$ cat config.mk
export PLATFORM = sky130hd
export DESIGN_NAME = adc_register_frame_engine_core_flat
export DESIGN_NICKNAME = d
export VERILOG_FILES = /design/src/hdl/arfe_pkg.sv /design/src/hdl/arfe_req_if.sv /design/src/hdl/arfe_rsp_if.sv /design/src/hdl/arfe_cfg_if.sv /design/src/hdl/arfe_front.sv /design/src/hdl/arfe_queue.sv /design/src/hdl/arfe_back.sv /design/src/hdl/adc_register_frame_engine_core.sv /design/src/flat_wrapper.sv
export SDC_FILE = /design/constraint.sdc
export NUM_CORES = 1
export LEC_CHECK = 0
export CAP_MARGIN = 40
export CORE_MARGIN = 1.5
export CORE_UTILIZATION = 65
export DETAILED_ROUTE_END_ITERATION = 12
export DONT_BUFFER_PORTS = 1
export PLACE_DENSITY = 0.82
export SLEW_MARGIN = 30
export SYNTH_ARGS = -nofsm -noshare
export SYNTH_HDL_FRONTEND = slang
export SYNTH_SLANG_ARGS = --single-unit
$ cat constraint.sdc
create_clock -name clk -period 5.85 [get_ports clk]
set_clock_uncertainty 0.05 [all_clocks]
set_input_delay 0.585 -clock clk [delete_from_list [all_inputs] [get_ports clk]]
set_output_delay 0.585 -clock clk [all_outputs]
set_load 0.005 [all_outputs]
$ cat src/hdl/arfe_pkg.sv
`timescale 1ns / 1ps
// Shared types, codes and the CRC-8 step for the register frame engine.
// No dependencies.
package arfe_pkg;

	localparam int MAX_REG_BYTES = 3;
	localparam int VALUE_W = 24;

	localparam logic [7:0] READ_FLAG = 8'h40;
	localparam logic [7:0] CRC_SEED = 8'h00;
	localparam logic [7:0] CRC_POLY_RESET = 8'h07;

	typedef enum logic [1:0] {
		CMD_WRITE = 2'd0,
		CMD_READ  = 2'd1,
		CMD_RX    = 2'd2
	} cmd_t;

	typedef enum logic {
		CFG_CRC_ENABLE = 1'b0,
		CFG_CRC_POLY   = 1'b1
	} cfg_idx_t;

	typedef enum logic [1:0] {
		JOB_WRITE = 2'd0,
		JOB_READ  = 2'd1,
		JOB_DONE  = 2'd2
	} job_kind_t;

	typedef struct packed {
		job_kind_t           kind;
		logic [7:0]          cmd_byte;
		logic [VALUE_W-1:0]  value;
		logic [1:0]          nbytes;
		logic                crc_on;
		logic                err;
	} job_t;

	function automatic logic [7:0] crc8_byte(input logic [7:0] crc_in,
	                                         input logic [7:0] data,
	                                         input logic [7:0] poly);
		logic [7:0] crc;
		logic       top;
		crc = crc_in;
		for (int b = 7; b >= 0; b--) begin
			top = crc[7];
			crc = {crc[6:0], 1'b0};
			if (top != data[b]) begin
				crc = crc ^ poly;
			end
		end
		return crc;
	endfunction

endpackage

$ cat src/hdl/arfe_req_if.sv
`timescale 1ns / 1ps
// Input item channel: access requests and received bytes.
// Depends on arfe_pkg.
interface arfe_req_if;
	import arfe_pkg::*;
	logic               valid;
	logic               ready;
	logic [1:0]         command;
	logic [5:0]         address;
	logic [1:0]         byte_count;
	logic [VALUE_W-1:0] write_value;
	logic [7:0]         rx_byte;

	modport source (output valid, command, address, byte_count, write_value, rx_byte,
		input ready);
	modport sink (input valid, command, address, byte_count, write_value, rx_byte,
		output ready);
endinterface

$ cat src/hdl/arfe_rsp_if.sv
`timescale 1ns / 1ps
// Result item channel: bytes to transmit and read completions.
// Depends on arfe_pkg.
interface arfe_rsp_if;
	import arfe_pkg::*;
	logic               valid;
	logic               ready;
	logic               kind;
	logic [7:0]         tx_byte;
	logic               last;
	logic [VALUE_W-1:0] read_value;
	logic               crc_error;

	modport source (output valid, kind, tx_byte, last, read_value, crc_error,
		input ready);
	modport sink (input valid, kind, tx_byte, last, read_value, crc_error,
		output ready);
endinterface

$ cat src/hdl/arfe_cfg_if.sv
`timescale 1ns / 1ps
// Configuration write channel: register index and data.
// No dependencies.
interface arfe_cfg_if;
	logic       valid;
	logic       ready;
	logic       index;
	logic [7:0] data;

	modport source (output valid, index, data, input ready);
	modport sink (input valid, index, data, output ready);
endinterface

$ cat src/hdl/arfe_front.sv
`timescale 1ns / 1ps
// Front end: accepts items, tracks the pending read and its CRC, and queues jobs.
// Depends on arfe_pkg and arfe_req_if.
module arfe_front (
	input  logic           clk,
	input  logic           arst_n,
	arfe_req_if.sink       req,
	input  logic           crc_en,
	input  logic [7:0]     crc_poly,
	input  logic           q_full,
	output logic           push,
	output arfe_pkg::job_t push_job
);
	import arfe_pkg::*;

	logic               read_pending_q;
	logic [2:0]         bytes_expected_q;
	logic [2:0]         bytes_received_q;
	logic [7:0]         running_crc_q;
	logic [VALUE_W-1:0] assembled_q;

	cmd_t               cmd;
	logic               accept;
	logic [1:0]         n_sat;
	logic [7:0]         rd_cb;
	logic [7:0]         crc_rx;
	logic [2:0]         data_count;
	logic [2:0]         recv_next;
	logic               rx_done;
	logic [VALUE_W-1:0] value_next;
	logic               rx_err;

	assign cmd = cmd_t'(req.command);
	assign req.ready = !q_full;
	assign accept = req.valid && req.ready;
	assign rd_cb = READ_FLAG | {2'b00, req.address};

	always_comb begin
		n_sat = (req.byte_count == 2'd0) ? 2'd1 : req.byte_count;
		if ({1'b0, n_sat} > 3'(MAX_REG_BYTES)) begin
			n_sat = 2'(MAX_REG_BYTES);
		end
	end

	assign crc_rx = crc8_byte(running_crc_q, req.rx_byte, crc_poly);
	assign data_count = (bytes_expected_q > {2'b00, crc_en}) ?
		(bytes_expected_q - {2'b00, crc_en}) : 3'd0;
	assign recv_next = bytes_received_q + 3'd1;
	assign rx_done = recv_next >= bytes_expected_q;
	assign value_next = (bytes_received_q < data_count) ?
		{assembled_q[VALUE_W-9:0], req.rx_byte} : assembled_q;
	assign rx_err = crc_en && (crc_rx != 8'h00);

	always_comb begin
		push = 1'b0;
		push_job.kind = JOB_WRITE;
		push_job.cmd_byte = {2'b00, req.address};
		push_job.value = req.write_value;
		push_job.nbytes = n_sat;
		push_job.crc_on = crc_en;
		push_job.err = 1'b0;
		case (cmd)
			CMD_WRITE: begin
				push = accept;
			end
			CMD_READ: begin
				push = accept;
				push_job.kind = JOB_READ;
				push_job.cmd_byte = rd_cb;
			end
			CMD_RX: begin
				push = accept && read_pending_q && rx_done;
				push_job.kind = JOB_DONE;
				push_job.err = rx_err;
				push_job.value = rx_err ? '0 : value_next;
			end
			default: begin
				push = 1'b0;
			end
		endcase
	end

	always_ff @(posedge clk or negedge arst_n) begin
		if (!arst_n) begin
			read_pending_q <= 1'b0;
			bytes_expected_q <= 3'd0;
			bytes_received_q <= 3'd0;
			running_crc_q <= 8'h00;
			assembled_q <= '0;
		end else if (accept) begin
			case (cmd)
				CMD_WRITE: begin
					read_pending_q <= 1'b0;
				end
				CMD_READ: begin
					read_pending_q <= 1'b1;
					bytes_expected_q <= {1'b0, n_sat} + {2'b00, crc_en};
					bytes_received_q <= 3'd0;
					running_crc_q <= crc8_byte(CRC_SEED, rd_cb, crc_poly);
					assembled_q <= '0;
				end
				CMD_RX: begin
					if (read_pending_q) begin
						running_crc_q <= crc_rx;
						assembled_q <= value_next;
						bytes_received_q <= recv_next;
						if (rx_done) begin
							read_pending_q <= 1'b0;
						end
					end
				end
				default: begin
				end
			endcase
		end
	end

endmodule

$ cat src/hdl/arfe_queue.sv
`timescale 1ns / 1ps
// Short job queue between the front end and the byte sequencer.
// Depends on arfe_pkg.
module arfe_queue #(
	parameter int DEPTH = 2
) (
	input  logic           clk,
	input  logic           arst_n,
	input  logic           push,
	input  arfe_pkg::job_t push_job,
	output logic           full,
	input  logic           pop,
	output logic           head_valid,
	output arfe_pkg::job_t head_job
);
	import arfe_pkg::*;

	localparam int PTR_W = (DEPTH > 1) ? $clog2(DEPTH) : 1;
	localparam int CNT_W = $clog2(DEPTH + 1);

	job_t             mem_q [DEPTH];
	logic [PTR_W-1:0] wr_ptr_q;
	logic [PTR_W-1:0] rd_ptr_q;
	logic [CNT_W-1:0] count_q;

	assign full = count_q == CNT_W'(DEPTH);
	assign head_valid = count_q != '0;
	assign head_job = mem_q[rd_ptr_q];

	function automatic logic [PTR_W-1:0] bump(input logic [PTR_W-1:0] p);
		return (p == PTR_W'(DEPTH - 1)) ? '0 : p + 1'b1;
	endfunction

	always_ff @(posedge clk) begin
		if (push) begin
			mem_q[wr_ptr_q] <= push_job;
		end
	end

	always_ff @(posedge clk or negedge arst_n) begin
		if (!arst_n) begin
			wr_ptr_q <= '0;
			rd_ptr_q <= '0;
			count_q <= '0;
		end else begin
			if (push) begin
				wr_ptr_q <= bump(wr_ptr_q);
			end
			if (pop) begin
				rd_ptr_q <= bump(rd_ptr_q);
			end
			if (push && !pop) begin
				count_q <= count_q + 1'b1;
			end else if (pop && !push) begin
				count_q <= count_q - 1'b1;
			end
		end
	end

endmodule

$ cat src/hdl/arfe_back.sv
`timescale 1ns / 1ps
// Back end: turns queued jobs into result items, one per cycle unless stalled,
// with a CRC over the sent write bytes. Depends on arfe_pkg and arfe_rsp_if.
module arfe_back (
	input  logic           clk,
	input  logic           arst_n,
	input  logic [7:0]     crc_poly,
	input  logic           head_valid,
	input  arfe_pkg::job_t head_job,
	output logic           pop,
	arfe_rsp_if.source     rsp
);
	import arfe_pkg::*;

	logic       active_q;
	job_t       job_q;
	logic [2:0] idx_q;
	logic [7:0] crc_q;

	logic               out_valid_q;
	logic               kind_q;
	logic [7:0]         tx_byte_q;
	logic               last_q;
	logic [VALUE_W-1:0] read_value_q;
	logic               crc_error_q;

	logic       emit;
	logic [2:0] final_idx;
	logic       is_final;
	logic [1:0] shift_sel;
	logic [7:0] value_byte;
	logic [7:0] cur_byte;
	logic [7:0] crc_base;

	assign final_idx = (job_q.kind == JOB_DONE) ? 3'd0 :
		{1'b0, job_q.nbytes} + {2'b00, job_q.crc_on};
	assign is_final = idx_q == final_idx;
	assign emit = active_q && (!out_valid_q || rsp.ready);
	assign pop = head_valid && (!active_q || (emit && is_final));
	assign shift_sel = job_q.nbytes - idx_q[1:0];

	always_comb begin
		case (shift_sel)
			2'd0: value_byte = job_q.value[7:0];
			2'd1: value_byte = job_q.value[15:8];
			2'd2: value_byte = job_q.value[23:16];
			default: value_byte = 8'h00;
		endcase
	end

	always_comb begin
		cur_byte = 8'h00;
		case (job_q.kind)
			JOB_WRITE: begin
				if (idx_q == 3'd0) begin
					cur_byte = job_q.cmd_byte;
				end else if (idx_q <= {1'b0, job_q.nbytes}) begin
					cur_byte = value_byte;
				end else begin
					cur_byte = crc_q;
				end
			end
			JOB_READ: begin
				cur_byte = (idx_q == 3'd0) ? job_q.cmd_byte : 8'h00;
			end
			default: begin
				cur_byte = 8'h00;
			end
		endcase
	end

	assign crc_base = (idx_q == 3'd0) ? CRC_SEED : crc_q;

	always_ff @(posedge clk or negedge arst_n) begin
		if (!arst_n) begin
			active_q <= 1'b0;
			idx_q <= 3'd0;
		end else if (pop) begin
			active_q <= 1'b1;
			idx_q <= 3'd0;
		end else if (emit && is_final) begin
			active_q <= 1'b0;
		end else if (emit) begin
			idx_q <= idx_q + 3'd1;
		end
	end

	always_ff @(posedge clk) begin
		if (pop) begin
			job_q <= head_job;
		end
		if (emit) begin
			crc_q <= crc8_byte(crc_base, cur_byte, crc_poly);
		end
	end

	always_ff @(posedge clk or negedge arst_n) begin
		if (!arst_n) begin
			out_valid_q <= 1'b0;
		end else if (emit) begin
			out_valid_q <= 1'b1;
		end else if (rsp.ready) begin
			out_valid_q <= 1'b0;
		end
	end

	always_ff @(posedge clk) begin
		if (emit) begin
			if (job_q.kind == JOB_DONE) begin
				kind_q <= 1'b1;
				tx_byte_q <= 8'h00;
				last_q <= 1'b0;
				read_value_q <= job_q.value;
				crc_error_q <= job_q.err;
			end else begin
				kind_q <= 1'b0;
				tx_byte_q <= cur_byte;
				last_q <= is_final;
				read_value_q <= '0;
				crc_error_q <= 1'b0;
			end
		end
	end

	assign rsp.valid = out_valid_q;
	assign rsp.kind = kind_q;
	assign rsp.tx_byte = tx_byte_q;
	assign rsp.last = last_q;
	assign rsp.read_value = read_value_q;
	assign rsp.crc_error = crc_error_q;

endmodule

$ cat src/hdl/adc_register_frame_engine_core.sv
`timescale 1ns / 1ps
// Register frame engine top: configuration registers, front end, job queue, back end.
// Items pass the job queue, the back end's job register and its output register.
// Throughput: one result item per cycle while rsp is ready; an access gives 2 to 5 items
// (one per frame byte), a read completion one; input takes one item a cycle while the
// two-entry job queue has room. Reset clears all control state, CRC off, poly 7.
module adc_register_frame_engine_core (
	input  logic       clk,
	input  logic       arst_n,
	arfe_req_if.sink   req,
	arfe_rsp_if.source rsp,
	arfe_cfg_if.sink   cfg
);
	import arfe_pkg::*;

	logic       crc_enable_q;
	logic [7:0] crc_poly_q;

	logic q_full;
	logic push;
	job_t push_job;
	logic pop;
	logic head_valid;
	job_t head_job;

	assign cfg.ready = 1'b1;

	always_ff @(posedge clk or negedge arst_n) begin
		if (!arst_n) begin
			crc_enable_q <= 1'b0;
			crc_poly_q <= CRC_POLY_RESET;
		end else if (cfg.valid && cfg.ready) begin
			case (cfg_idx_t'(cfg.index))
				CFG_CRC_ENABLE: crc_enable_q <= cfg.data[0];
				CFG_CRC_POLY:   crc_poly_q <= cfg.data;
				default: begin
				end
			endcase
		end
	end

	arfe_front u_front (
		.clk      (clk),
		.arst_n   (arst_n),
		.req      (req),
		.crc_en   (crc_enable_q),
		.crc_poly (crc_poly_q),
		.q_full   (q_full),
		.push     (push),
		.push_job (push_job)
	);

	arfe_queue #(
		.DEPTH (2)
	) u_queue (
		.clk        (clk),
		.arst_n     (arst_n),
		.push       (push),
		.push_job   (push_job),
		.full       (q_full),
		.pop        (pop),
		.head_valid (head_valid),
		.head_job   (head_job)
	);

	arfe_back u_back (
		.clk        (clk),
		.arst_n     (arst_n),
		.crc_poly   (crc_poly_q),
		.head_valid (head_valid),
		.head_job   (head_job),
		.pop        (pop),
		.rsp        (rsp)
	);

endmodule

$ cat src/flat_wrapper.sv
// flat-port wrapper written by rule: the top's interface ports become plain ports
module adc_register_frame_engine_core_flat import arfe_pkg::*;
  (clk, arst_n, req_valid, req_command, req_address, req_byte_count, req_write_value, req_rx_byte, req_ready, rsp_valid, rsp_kind, rsp_tx_byte, rsp_last, rsp_read_value, rsp_crc_error, rsp_ready, cfg_valid, cfg_index, cfg_data, cfg_ready);
  arfe_req_if req_i ();
  arfe_rsp_if rsp_i ();
  arfe_cfg_if cfg_i ();
  input  logic clk;
  input  logic arst_n;
  input wire logic [$bits(req_i.valid)-1:0] req_valid;
  input wire logic [$bits(req_i.command)-1:0] req_command;
  input wire logic [$bits(req_i.address)-1:0] req_address;
  input wire logic [$bits(req_i.byte_count)-1:0] req_byte_count;
  input wire logic [$bits(req_i.write_value)-1:0] req_write_value;
  input wire logic [$bits(req_i.rx_byte)-1:0] req_rx_byte;
  output wire logic [$bits(req_i.ready)-1:0] req_ready;
  output wire logic [$bits(rsp_i.valid)-1:0] rsp_valid;
  output wire logic [$bits(rsp_i.kind)-1:0] rsp_kind;
  output wire logic [$bits(rsp_i.tx_byte)-1:0] rsp_tx_byte;
  output wire logic [$bits(rsp_i.last)-1:0] rsp_last;
  output wire logic [$bits(rsp_i.read_value)-1:0] rsp_read_value;
  output wire logic [$bits(rsp_i.crc_error)-1:0] rsp_crc_error;
  input wire logic [$bits(rsp_i.ready)-1:0] rsp_ready;
  input wire logic [$bits(cfg_i.valid)-1:0] cfg_valid;
  input wire logic [$bits(cfg_i.index)-1:0] cfg_index;
  input wire logic [$bits(cfg_i.data)-1:0] cfg_data;
  output wire logic [$bits(cfg_i.ready)-1:0] cfg_ready;
  assign req_i.valid = req_valid;
  assign req_i.command = req_command;
  assign req_i.address = req_address;
  assign req_i.byte_count = req_byte_count;
  assign req_i.write_value = req_write_value;
  assign req_i.rx_byte = req_rx_byte;
  assign req_ready = req_i.ready;
  assign rsp_valid = rsp_i.valid;
  assign rsp_kind = rsp_i.kind;
  assign rsp_tx_byte = rsp_i.tx_byte;
  assign rsp_last = rsp_i.last;
  assign rsp_read_value = rsp_i.read_value;
  assign rsp_crc_error = rsp_i.crc_error;
  assign rsp_i.ready = rsp_ready;
  assign cfg_i.valid = cfg_valid;
  assign cfg_i.index = cfg_index;
  assign cfg_i.data = cfg_data;
  assign cfg_ready = cfg_i.ready;
  adc_register_frame_engine_core u_core (.clk(clk), .arst_n(arst_n), .req(req_i), .rsp(rsp_i), .cfg(cfg_i));
endmodule
# Yosys cells after proc, flatten, opt, wreduce, memory -nomap -nowiden
# Memories as Yosys holds them, arrays and structs flattened. A register that Yosys moved wholly into a read port is not among the register bits.
# Index checks and enable logic that the tools add are counted.
[word_totals]
ff_bits = 108
wordCells = 211
n_memories = 1
output_inout_bits = 38
in_bits = 56
ramBits = 74
[memory_table]
columns = ["memory", "depth", "word_bits", "rd", "rd_ports_with_merged_regs", "write_ports", "line", "rtl"]
rows = [
  ["u_core.u_queue.mem_q", 2, 37, 1, 1, 1, "arfe_queue.sv:21", "job_t mem_q [DEPTH];"],
]
[op_classes]
addsub = 10
n_eq_ne = 32
bitwise_logic = 24
reduce_logical = 36
n_mux = 83
magnitude_cmp = 4
[op_table]
columns = ["cell", "n"]
rows = [
  ["8-bit 2-to-1 mux", 49],
  ["8-bit XOR", 23],
  ["24-bit 2-to-1 mux", 4],
  ["24-bit one-hot mux with 2 select lines", 1],
  ["8-bit one-hot mux with 2 select lines", 2],
  ["8-bit one-hot mux with 3 select lines", 1],
  ["1-bit != test", 22],
  ["3-bit 2-to-1 mux", 6],
  ["1-bit 2-to-1 mux", 12],
  ["2-bit nonzero test", 6],
  ["2-bit AND reduction", 5],
  ["1-bit logical AND", 9],
  ["2-bit == test, second input constant", 4],
  ["2-bit logical NOT", 4],
  ["8-bit nonzero test", 1],
  ["7-bit 2-to-1 mux", 1],
  ["2-bit by 1-bit adder with 3-bit output", 2],
  ["3-bit by 1-bit adder with 3-bit output, second input constant", 2],
  ["2-bit by 1-bit == test with 1-bit output, second input constant", 3],
  ["2-bit 2-to-1 mux", 3],
  ["3-bit one-hot mux with 2 select lines", 1],
  ["1-bit logical NOT", 5],
  ["2-bit one-hot mux with 2 select lines", 1],
  ["3-bit == test", 1],
  ["other kinds (19)", 21],
]

# Logic depth before layout (Yosys ltp)
[logic_depth]
depth_word = 31
mapped_depth = 20

# Cells and area by module
# Synthesis repeated with hierarchy kept, for this count alone.
[hier_totals]
hier_cells = 1424
area_unflattened_um2 = 14433.8
[modules_own_cells]
columns = ["module", "instances", "area_per_inst_um2", "seq_area_each_um2", "cells_per_inst"]
rows = [
  ["arfe_front", 1, 5616.6, 975.9, 737],
  ["arfe_back", 1, 5485.3, 2557.5, 531],
  ["arfe_queue", 1, 2977.9, 2382.3, 134],
  ["adc_register_frame_engine_core", 1, 354.1, 229.0, 22],
]

# Worst setup path after synthesis
# OpenSTA, ideal clock, no wires.
[synth_timing]
path_type = "reg2reg"
start = "reg u_core.u_back.idx_q[0]"
end = "reg u_core.u_back.crc_q[4] (data pin)"
arrival_time_ns = 4.844
setup_ns = 0.260
period_less_slack_ns = 5.154
path_stages_with_launch = 18
required_ns = 5.540
slack_ns = 0.696
cell_sequence = "dfrtp_1 ha_1 or3b_4 a311oi_4 or3b_4 o311a_1 buf_6 xor2_2 nor3_1 a311oi_1 and2_4 xnor3_2 and3_1 buf_4 o22a_1 o21ai_4 mux2i_1 xnor2_1"
[synth_via]
elab_chain_len = 29
word_cells_on_any_way = 43
classes_between = "1 x add/sub; 1 x order compare; 10 x eq/ne; 21 x mux; 8 x bitwise; 2 x reduce/logical"
[synth_rtl]
columns = ["element", "line", "rtl"]
rows = [
  ["start, declared", "arfe_back.sv:17", "logic [2:0] idx_q;"],
  ["start signal, assigned", "arfe_back.sv:84", "idx_q <= idx_q + 3'd1;"],
  ["2-bit subtractor", "arfe_back.sv:40", "assign shift_sel = job_q.nbytes - idx_q[1:0];"],
  ["2-bit == test (tied with other cells)", "arfe_back.sv:43", "case (shift_sel)"],
  ["8-bit one-hot mux with 3 select lines", "arfe_back.sv:43", ""],
  ["8-bit 2-to-1 mux", "arfe_back.sv:57", "end else if (idx_q <= {1'b0, job_q.nbytes}) begin"],
  ["8-bit 2-to-1 mux", "arfe_back.sv:55", "if (idx_q == 3'd0) begin"],
  ["8-bit one-hot mux with 2 select lines", "arfe_back.sv:53", "case (job_q.kind)"],
  ["1-bit != test", "arfe_pkg.sv:48", "if (top != data[b]) begin"],
  ["8-bit 2-to-1 mux", "arfe_pkg.sv:48", ""],
  ["[13 not listed]", "--", ""],
  ["8-bit XOR or 1-bit != test (tied branches)", "arfe_pkg.sv:49, arfe_pkg.sv:48", ""],
  ["8-bit 2-to-1 mux", "arfe_pkg.sv:48", ""],
  ["8-bit 2-to-1 mux", "arfe_back.sv:92", "if (emit) begin"],
  ["8-bit XOR or 1-bit != test (tied branches)", "arfe_pkg.sv:49, arfe_pkg.sv:48", ""],
  ["8-bit 2-to-1 mux", "arfe_pkg.sv:48", ""],
  ["8-bit 2-to-1 mux", "arfe_back.sv:92", ""],
  ["8-bit XOR or 1-bit != test (tied branches)", "arfe_pkg.sv:49, arfe_pkg.sv:48", ""],
  ["8-bit 2-to-1 mux (*)", "arfe_pkg.sv:48", ""],
  ["end signal, assigned", "arfe_back.sv:93", "crc_q <= crc8_byte(crc_base, cur_byte, crc_poly);"],
  ["end, declared", "arfe_back.sv:18", "logic [7:0] crc_q;"],
]
# Mark *: on every way between the ends. The rest lies on a longest branch, timed or not. The select of a mux whose other input is x is not followed.
# A chain may end at the register's enable or synchronous reset.

# Worst setup path in the final report
[layout_timing]
start = "reg u_core.u_back.idx_q[0]"
end = "reg u_core.u_back.crc_q[1] (data pin)"
[layout_via]
elab_chain_len = 29
word_cells_on_any_way = 43
classes_between = "1 x add/sub; 1 x order compare; 10 x eq/ne; 21 x mux; 8 x bitwise; 2 x reduce/logical"
[layout_rtl]
columns = ["element", "line"]
rows = [
  ["2-bit subtractor", "arfe_back.sv:40"],
  ["2-bit == test (tied with other cells)", "arfe_back.sv:43"],
  ["8-bit one-hot mux with 3 select lines", "arfe_back.sv:43"],
  ["8-bit 2-to-1 mux", "arfe_back.sv:57"],
  ["8-bit 2-to-1 mux", "arfe_back.sv:55"],
  ["8-bit one-hot mux with 2 select lines", "arfe_back.sv:53"],
  ["1-bit != test", "arfe_pkg.sv:48"],
  ["8-bit 2-to-1 mux", "arfe_pkg.sv:48"],
  ["[13 not listed]", "--"],
  ["8-bit XOR or 1-bit != test (tied branches)", "arfe_pkg.sv:49, arfe_pkg.sv:48"],
  ["8-bit 2-to-1 mux", "arfe_pkg.sv:48"],
  ["8-bit 2-to-1 mux", "arfe_back.sv:92"],
  ["1-bit != test or 8-bit XOR (tied branches)", "arfe_pkg.sv:48, arfe_pkg.sv:49"],
  ["8-bit 2-to-1 mux", "arfe_pkg.sv:48"],
  ["8-bit 2-to-1 mux", "arfe_back.sv:92"],
  ["8-bit XOR or 1-bit != test (tied branches)", "arfe_pkg.sv:49, arfe_pkg.sv:48"],
  ["8-bit 2-to-1 mux (*)", "arfe_pkg.sv:48"],
]
# Marks and branches as above.

==> qor.csv <==
stage;metric;value;unit
timing;worstMarginPinSlew;0.819;ns
cts;cts_tree;done;
floorplanning;die-area;21400;um2
route;ant_nets;0;
cts;clockBufferDepth;3;
logic_synthesis;ys_seq_area_frac;0.446;
placed_design;port-buffer-count;0;
logic_synthesis;synthesis.nets;1380;
timing;finalCritPeriodShare;0.956;
setup_path;end_kind;register;
logic_synthesis;yosysTopAreaCellShare;0.339;
logic_synthesis;synth_ff_type;edfxtp_1;
finish;nNetsFinal;1364;
placed_design;dp_hpwl;22100;um
setup_path;worst_setup_path_start_kind;register;
worst_hold_path;hp-class;primary input to register;
setup_path;slowest_stage;o311a_1;
floorplanning;die_x;146;um
logic_synthesis;synth.area.top_cells;edfxtp_1 (34%), dfrtp_1 (10%), xnor2_1 (6.9%);
setup_path;cp.arrival;5.82;ns
finish;antenna_cells;0;
flow_run;maxCapViolations;0;
route;wl_per_cell;20.2;um
route;vias;10000;
logic_synthesis;syn_area_per_cell;10.3;um2
cts;clock-root-buffer;clkbuf_16;
setup_path;critical_path.most_common_cell;or3b_4;
route;first_pass_iters;5;
timing;rsz0062_at_grt;no;
timing;setup_viol;0;
route;wirelength;31800;um
logic_synthesis;ys.warnings.count;0;
logic_synthesis;synth_area;13400;um2
finish;area_growth;8.65;%
global_routing;grt_overflow_total;0;
placed_design;routabilityCongestion;0.925;
global_routing;grt_pass1_vias;9393;
route;viasPerCell;6.37;
logic_synthesis;synthCells;1302;
cts;cts_htree_levels;1;
logic_synthesis;ys_ff_latch;208;
cts;clock_latency;0.52;ns
logic_synthesis;yosysTopAreaCell;edfxtp_1;
timing;hold_violations;0;
floorplanning;start_util;0.662;
setup_path;cp_max_fo;9;
global_routing;antenna_found_initial;0;
timing;fmax;0.179;GHz
logic_synthesis;synth_edf_count;151;
setup_path;cp_cell_sequence;ha_1, or3b_4, a311oi_4, or3b_4, o311a_1, and3_4, o211a_1, a311oi_2, and2_4, xnor3_2, and3_1, o22a_1, o21ai_4, mux2i_1, xnor2_1;
route;drt_iter0_drc;1121;
setup_path;crit_required;6.07;ns
floorplanning;coreArea;20200;um2
route;drc;0;
global_routing;grt_max_degree;61;
timing;drv_slew;0;
timing;setup_tns;0;ns
global_routing;grt_pass1_wl;50000;um
timing;post-route-min-period;5.59;ns
global_routing;track_usage;0.294;
finish;layout-drive-gt1-share;0.153;
floorplanning;boundaryPins;94;
setup_path;cp_num_buf_inv;0;
cts;postCtsSetupBuffers;0;
cts;clkSinkCount;208;
run_status;outcome;complete, no violations;
cts;cts_made_buffers;23;
floorplanning;rows;52;
timing;slew_headroom;0.450;
setup_path;critical-path-max-stage-delay;0.52;ns
setup_path;critPathTopFamily;compound AO/OA/AOI/OAI gates;
floorplanning;chipHeight;146;um
logic_synthesis;synthDistinctLibCells;87;
setup_path;worstSetupPathType;register to register;
cts;clkTransAtPathRegs;0.06;ns
logic_synthesis;async_reset_ff_frac;0.274;
==> cell usage in the layout (no fill, tap or decap), drive strengths merged, types with 22 or more instances in the layout <==
master	netlist	final
a21oi	33	33
a22o	53	53
and2	36	36
buf	17	40
clkbuf	66	24
dfrtp	54	54
edfxtp	151	151
ha	22	22
inv	47	51
mux2	80	80
mux2i	26	26
nand2	194	194
nand3	32	32
nor2	57	57
o21ai	63	63
o22ai	30	30
xnor2	108	108
xor2	34	34
==> through the flow <==
step           instance area [um2]   util  hold WS [ns]  setup WS, ns  cells
2_1_floorplan                13400      -         0.239         0.696   1302
3_3_place_gp                 13600  0.676         0.241         0.422   1524
3_5_place_dp                 13700  0.680         0.242         0.253   1527
4_1_cts                      14500  0.718        0.0904         0.202   1571
5_1_grt                      14500  0.720        0.0877        0.0367   1573
6_report                     14500  0.720         0.105         0.259   1573
==> kinds of logic after synthesis <==
kind of cell / Yosys count / synth area share
buf+inv: 133 / 0.0398
compound gates: 269 / 0.143
xor+xnor: 154 / 0.116
fa+ha+maj: 22 / 0.0206
mux: 106 / 0.0869
simple gates: 409 / 0.147
flops: 208 / 0.446
other cells: 1 / 0.000281
==> path summary, 6_finish.rpt <==
check | startpoint | endpoint | slack, ns | cells past startpoint
min | req_address[5] | u_core.u_queue.mem_q[1][33] | 0.10 | 0
min reg2reg | u_core.u_front.running_crc_q[0] | u_core.u_front.running_crc_q[0] | 0.46 | 2
max | u_core.u_back.idx_q[0] | u_core.u_back.crc_q[1] | 0.26 | 15
max reg2reg | u_core.u_back.idx_q[0] | u_core.u_back.crc_q[1] | 0.26 | 15
max in group asynchronous | arst_n | u_core.crc_poly_q[2] | 4.83 | 2
min in group asynchronous | arst_n | u_core.u_back.rsp.valid | 0.61 | 2
==> what timing repair did <==
| item | in CTS | in global routing |
|---|---|---|
| setup endpoints to repair | 0 | 7 |
| resized for setup | 0 | 2 |
| hold endpoints to repair | 57 | 0 |
| hold buffers | 2 | 0 |
==> synth_stat cells (all sizes together), types with 33 or more instances <==
cell / n
nor2: 57
o21ai: 63
xnor2: 108
and2: 36
a21oi: 33
mux2: 80
clkbuf: 66
dfrtp: 54
nand2: 194
a22o: 53
edfxtp: 151
inv: 47
xor2: 34
==> registers in the layout (all words and copies together) (netlist names), 8 cells and up <==
register	count
u_core.u_back.rsp.read_value	24
u_core.u_back.rsp.tx_byte	8
u_core.crc_poly_q	8
u_core.u_back.crc_q	8
u_core.u_back.job_q	36
u_core.u_front.running_crc_q	8
u_core.u_front.assembled_q	24
u_core.u_queue.mem_q	72
==> metal layers <==
metal,GRT usage,vias to the layer above,wire length [um],share of wire
li1,-,4653,-,-
met1,0.426,4799,14000,0.44
met2,0.462,489,14500,0.45
met3,0.0422,81,2400,0.075
met4,0.0924,0,1010,0.032
met5,0,-,0,0
==> layout make-up <==
| cell class | count | area (um2) |
|---|---|---|
| multi-input cells | 961 | 6900 |
| flip-flops and latches | 208 | 5970 |
| fillers | 1397 | 5650 |
| clock buffers | 23 | 576 |
| repair buffers | 42 | 394 |
| well taps | 270 | 338 |
| inverters | 50 | 188 |
| clock inverters | 19 | 153 |
Power is left out: the tool's default activity adds up to more than one toggle a clock period on the data nets, which glitch-free logic cannot reach.
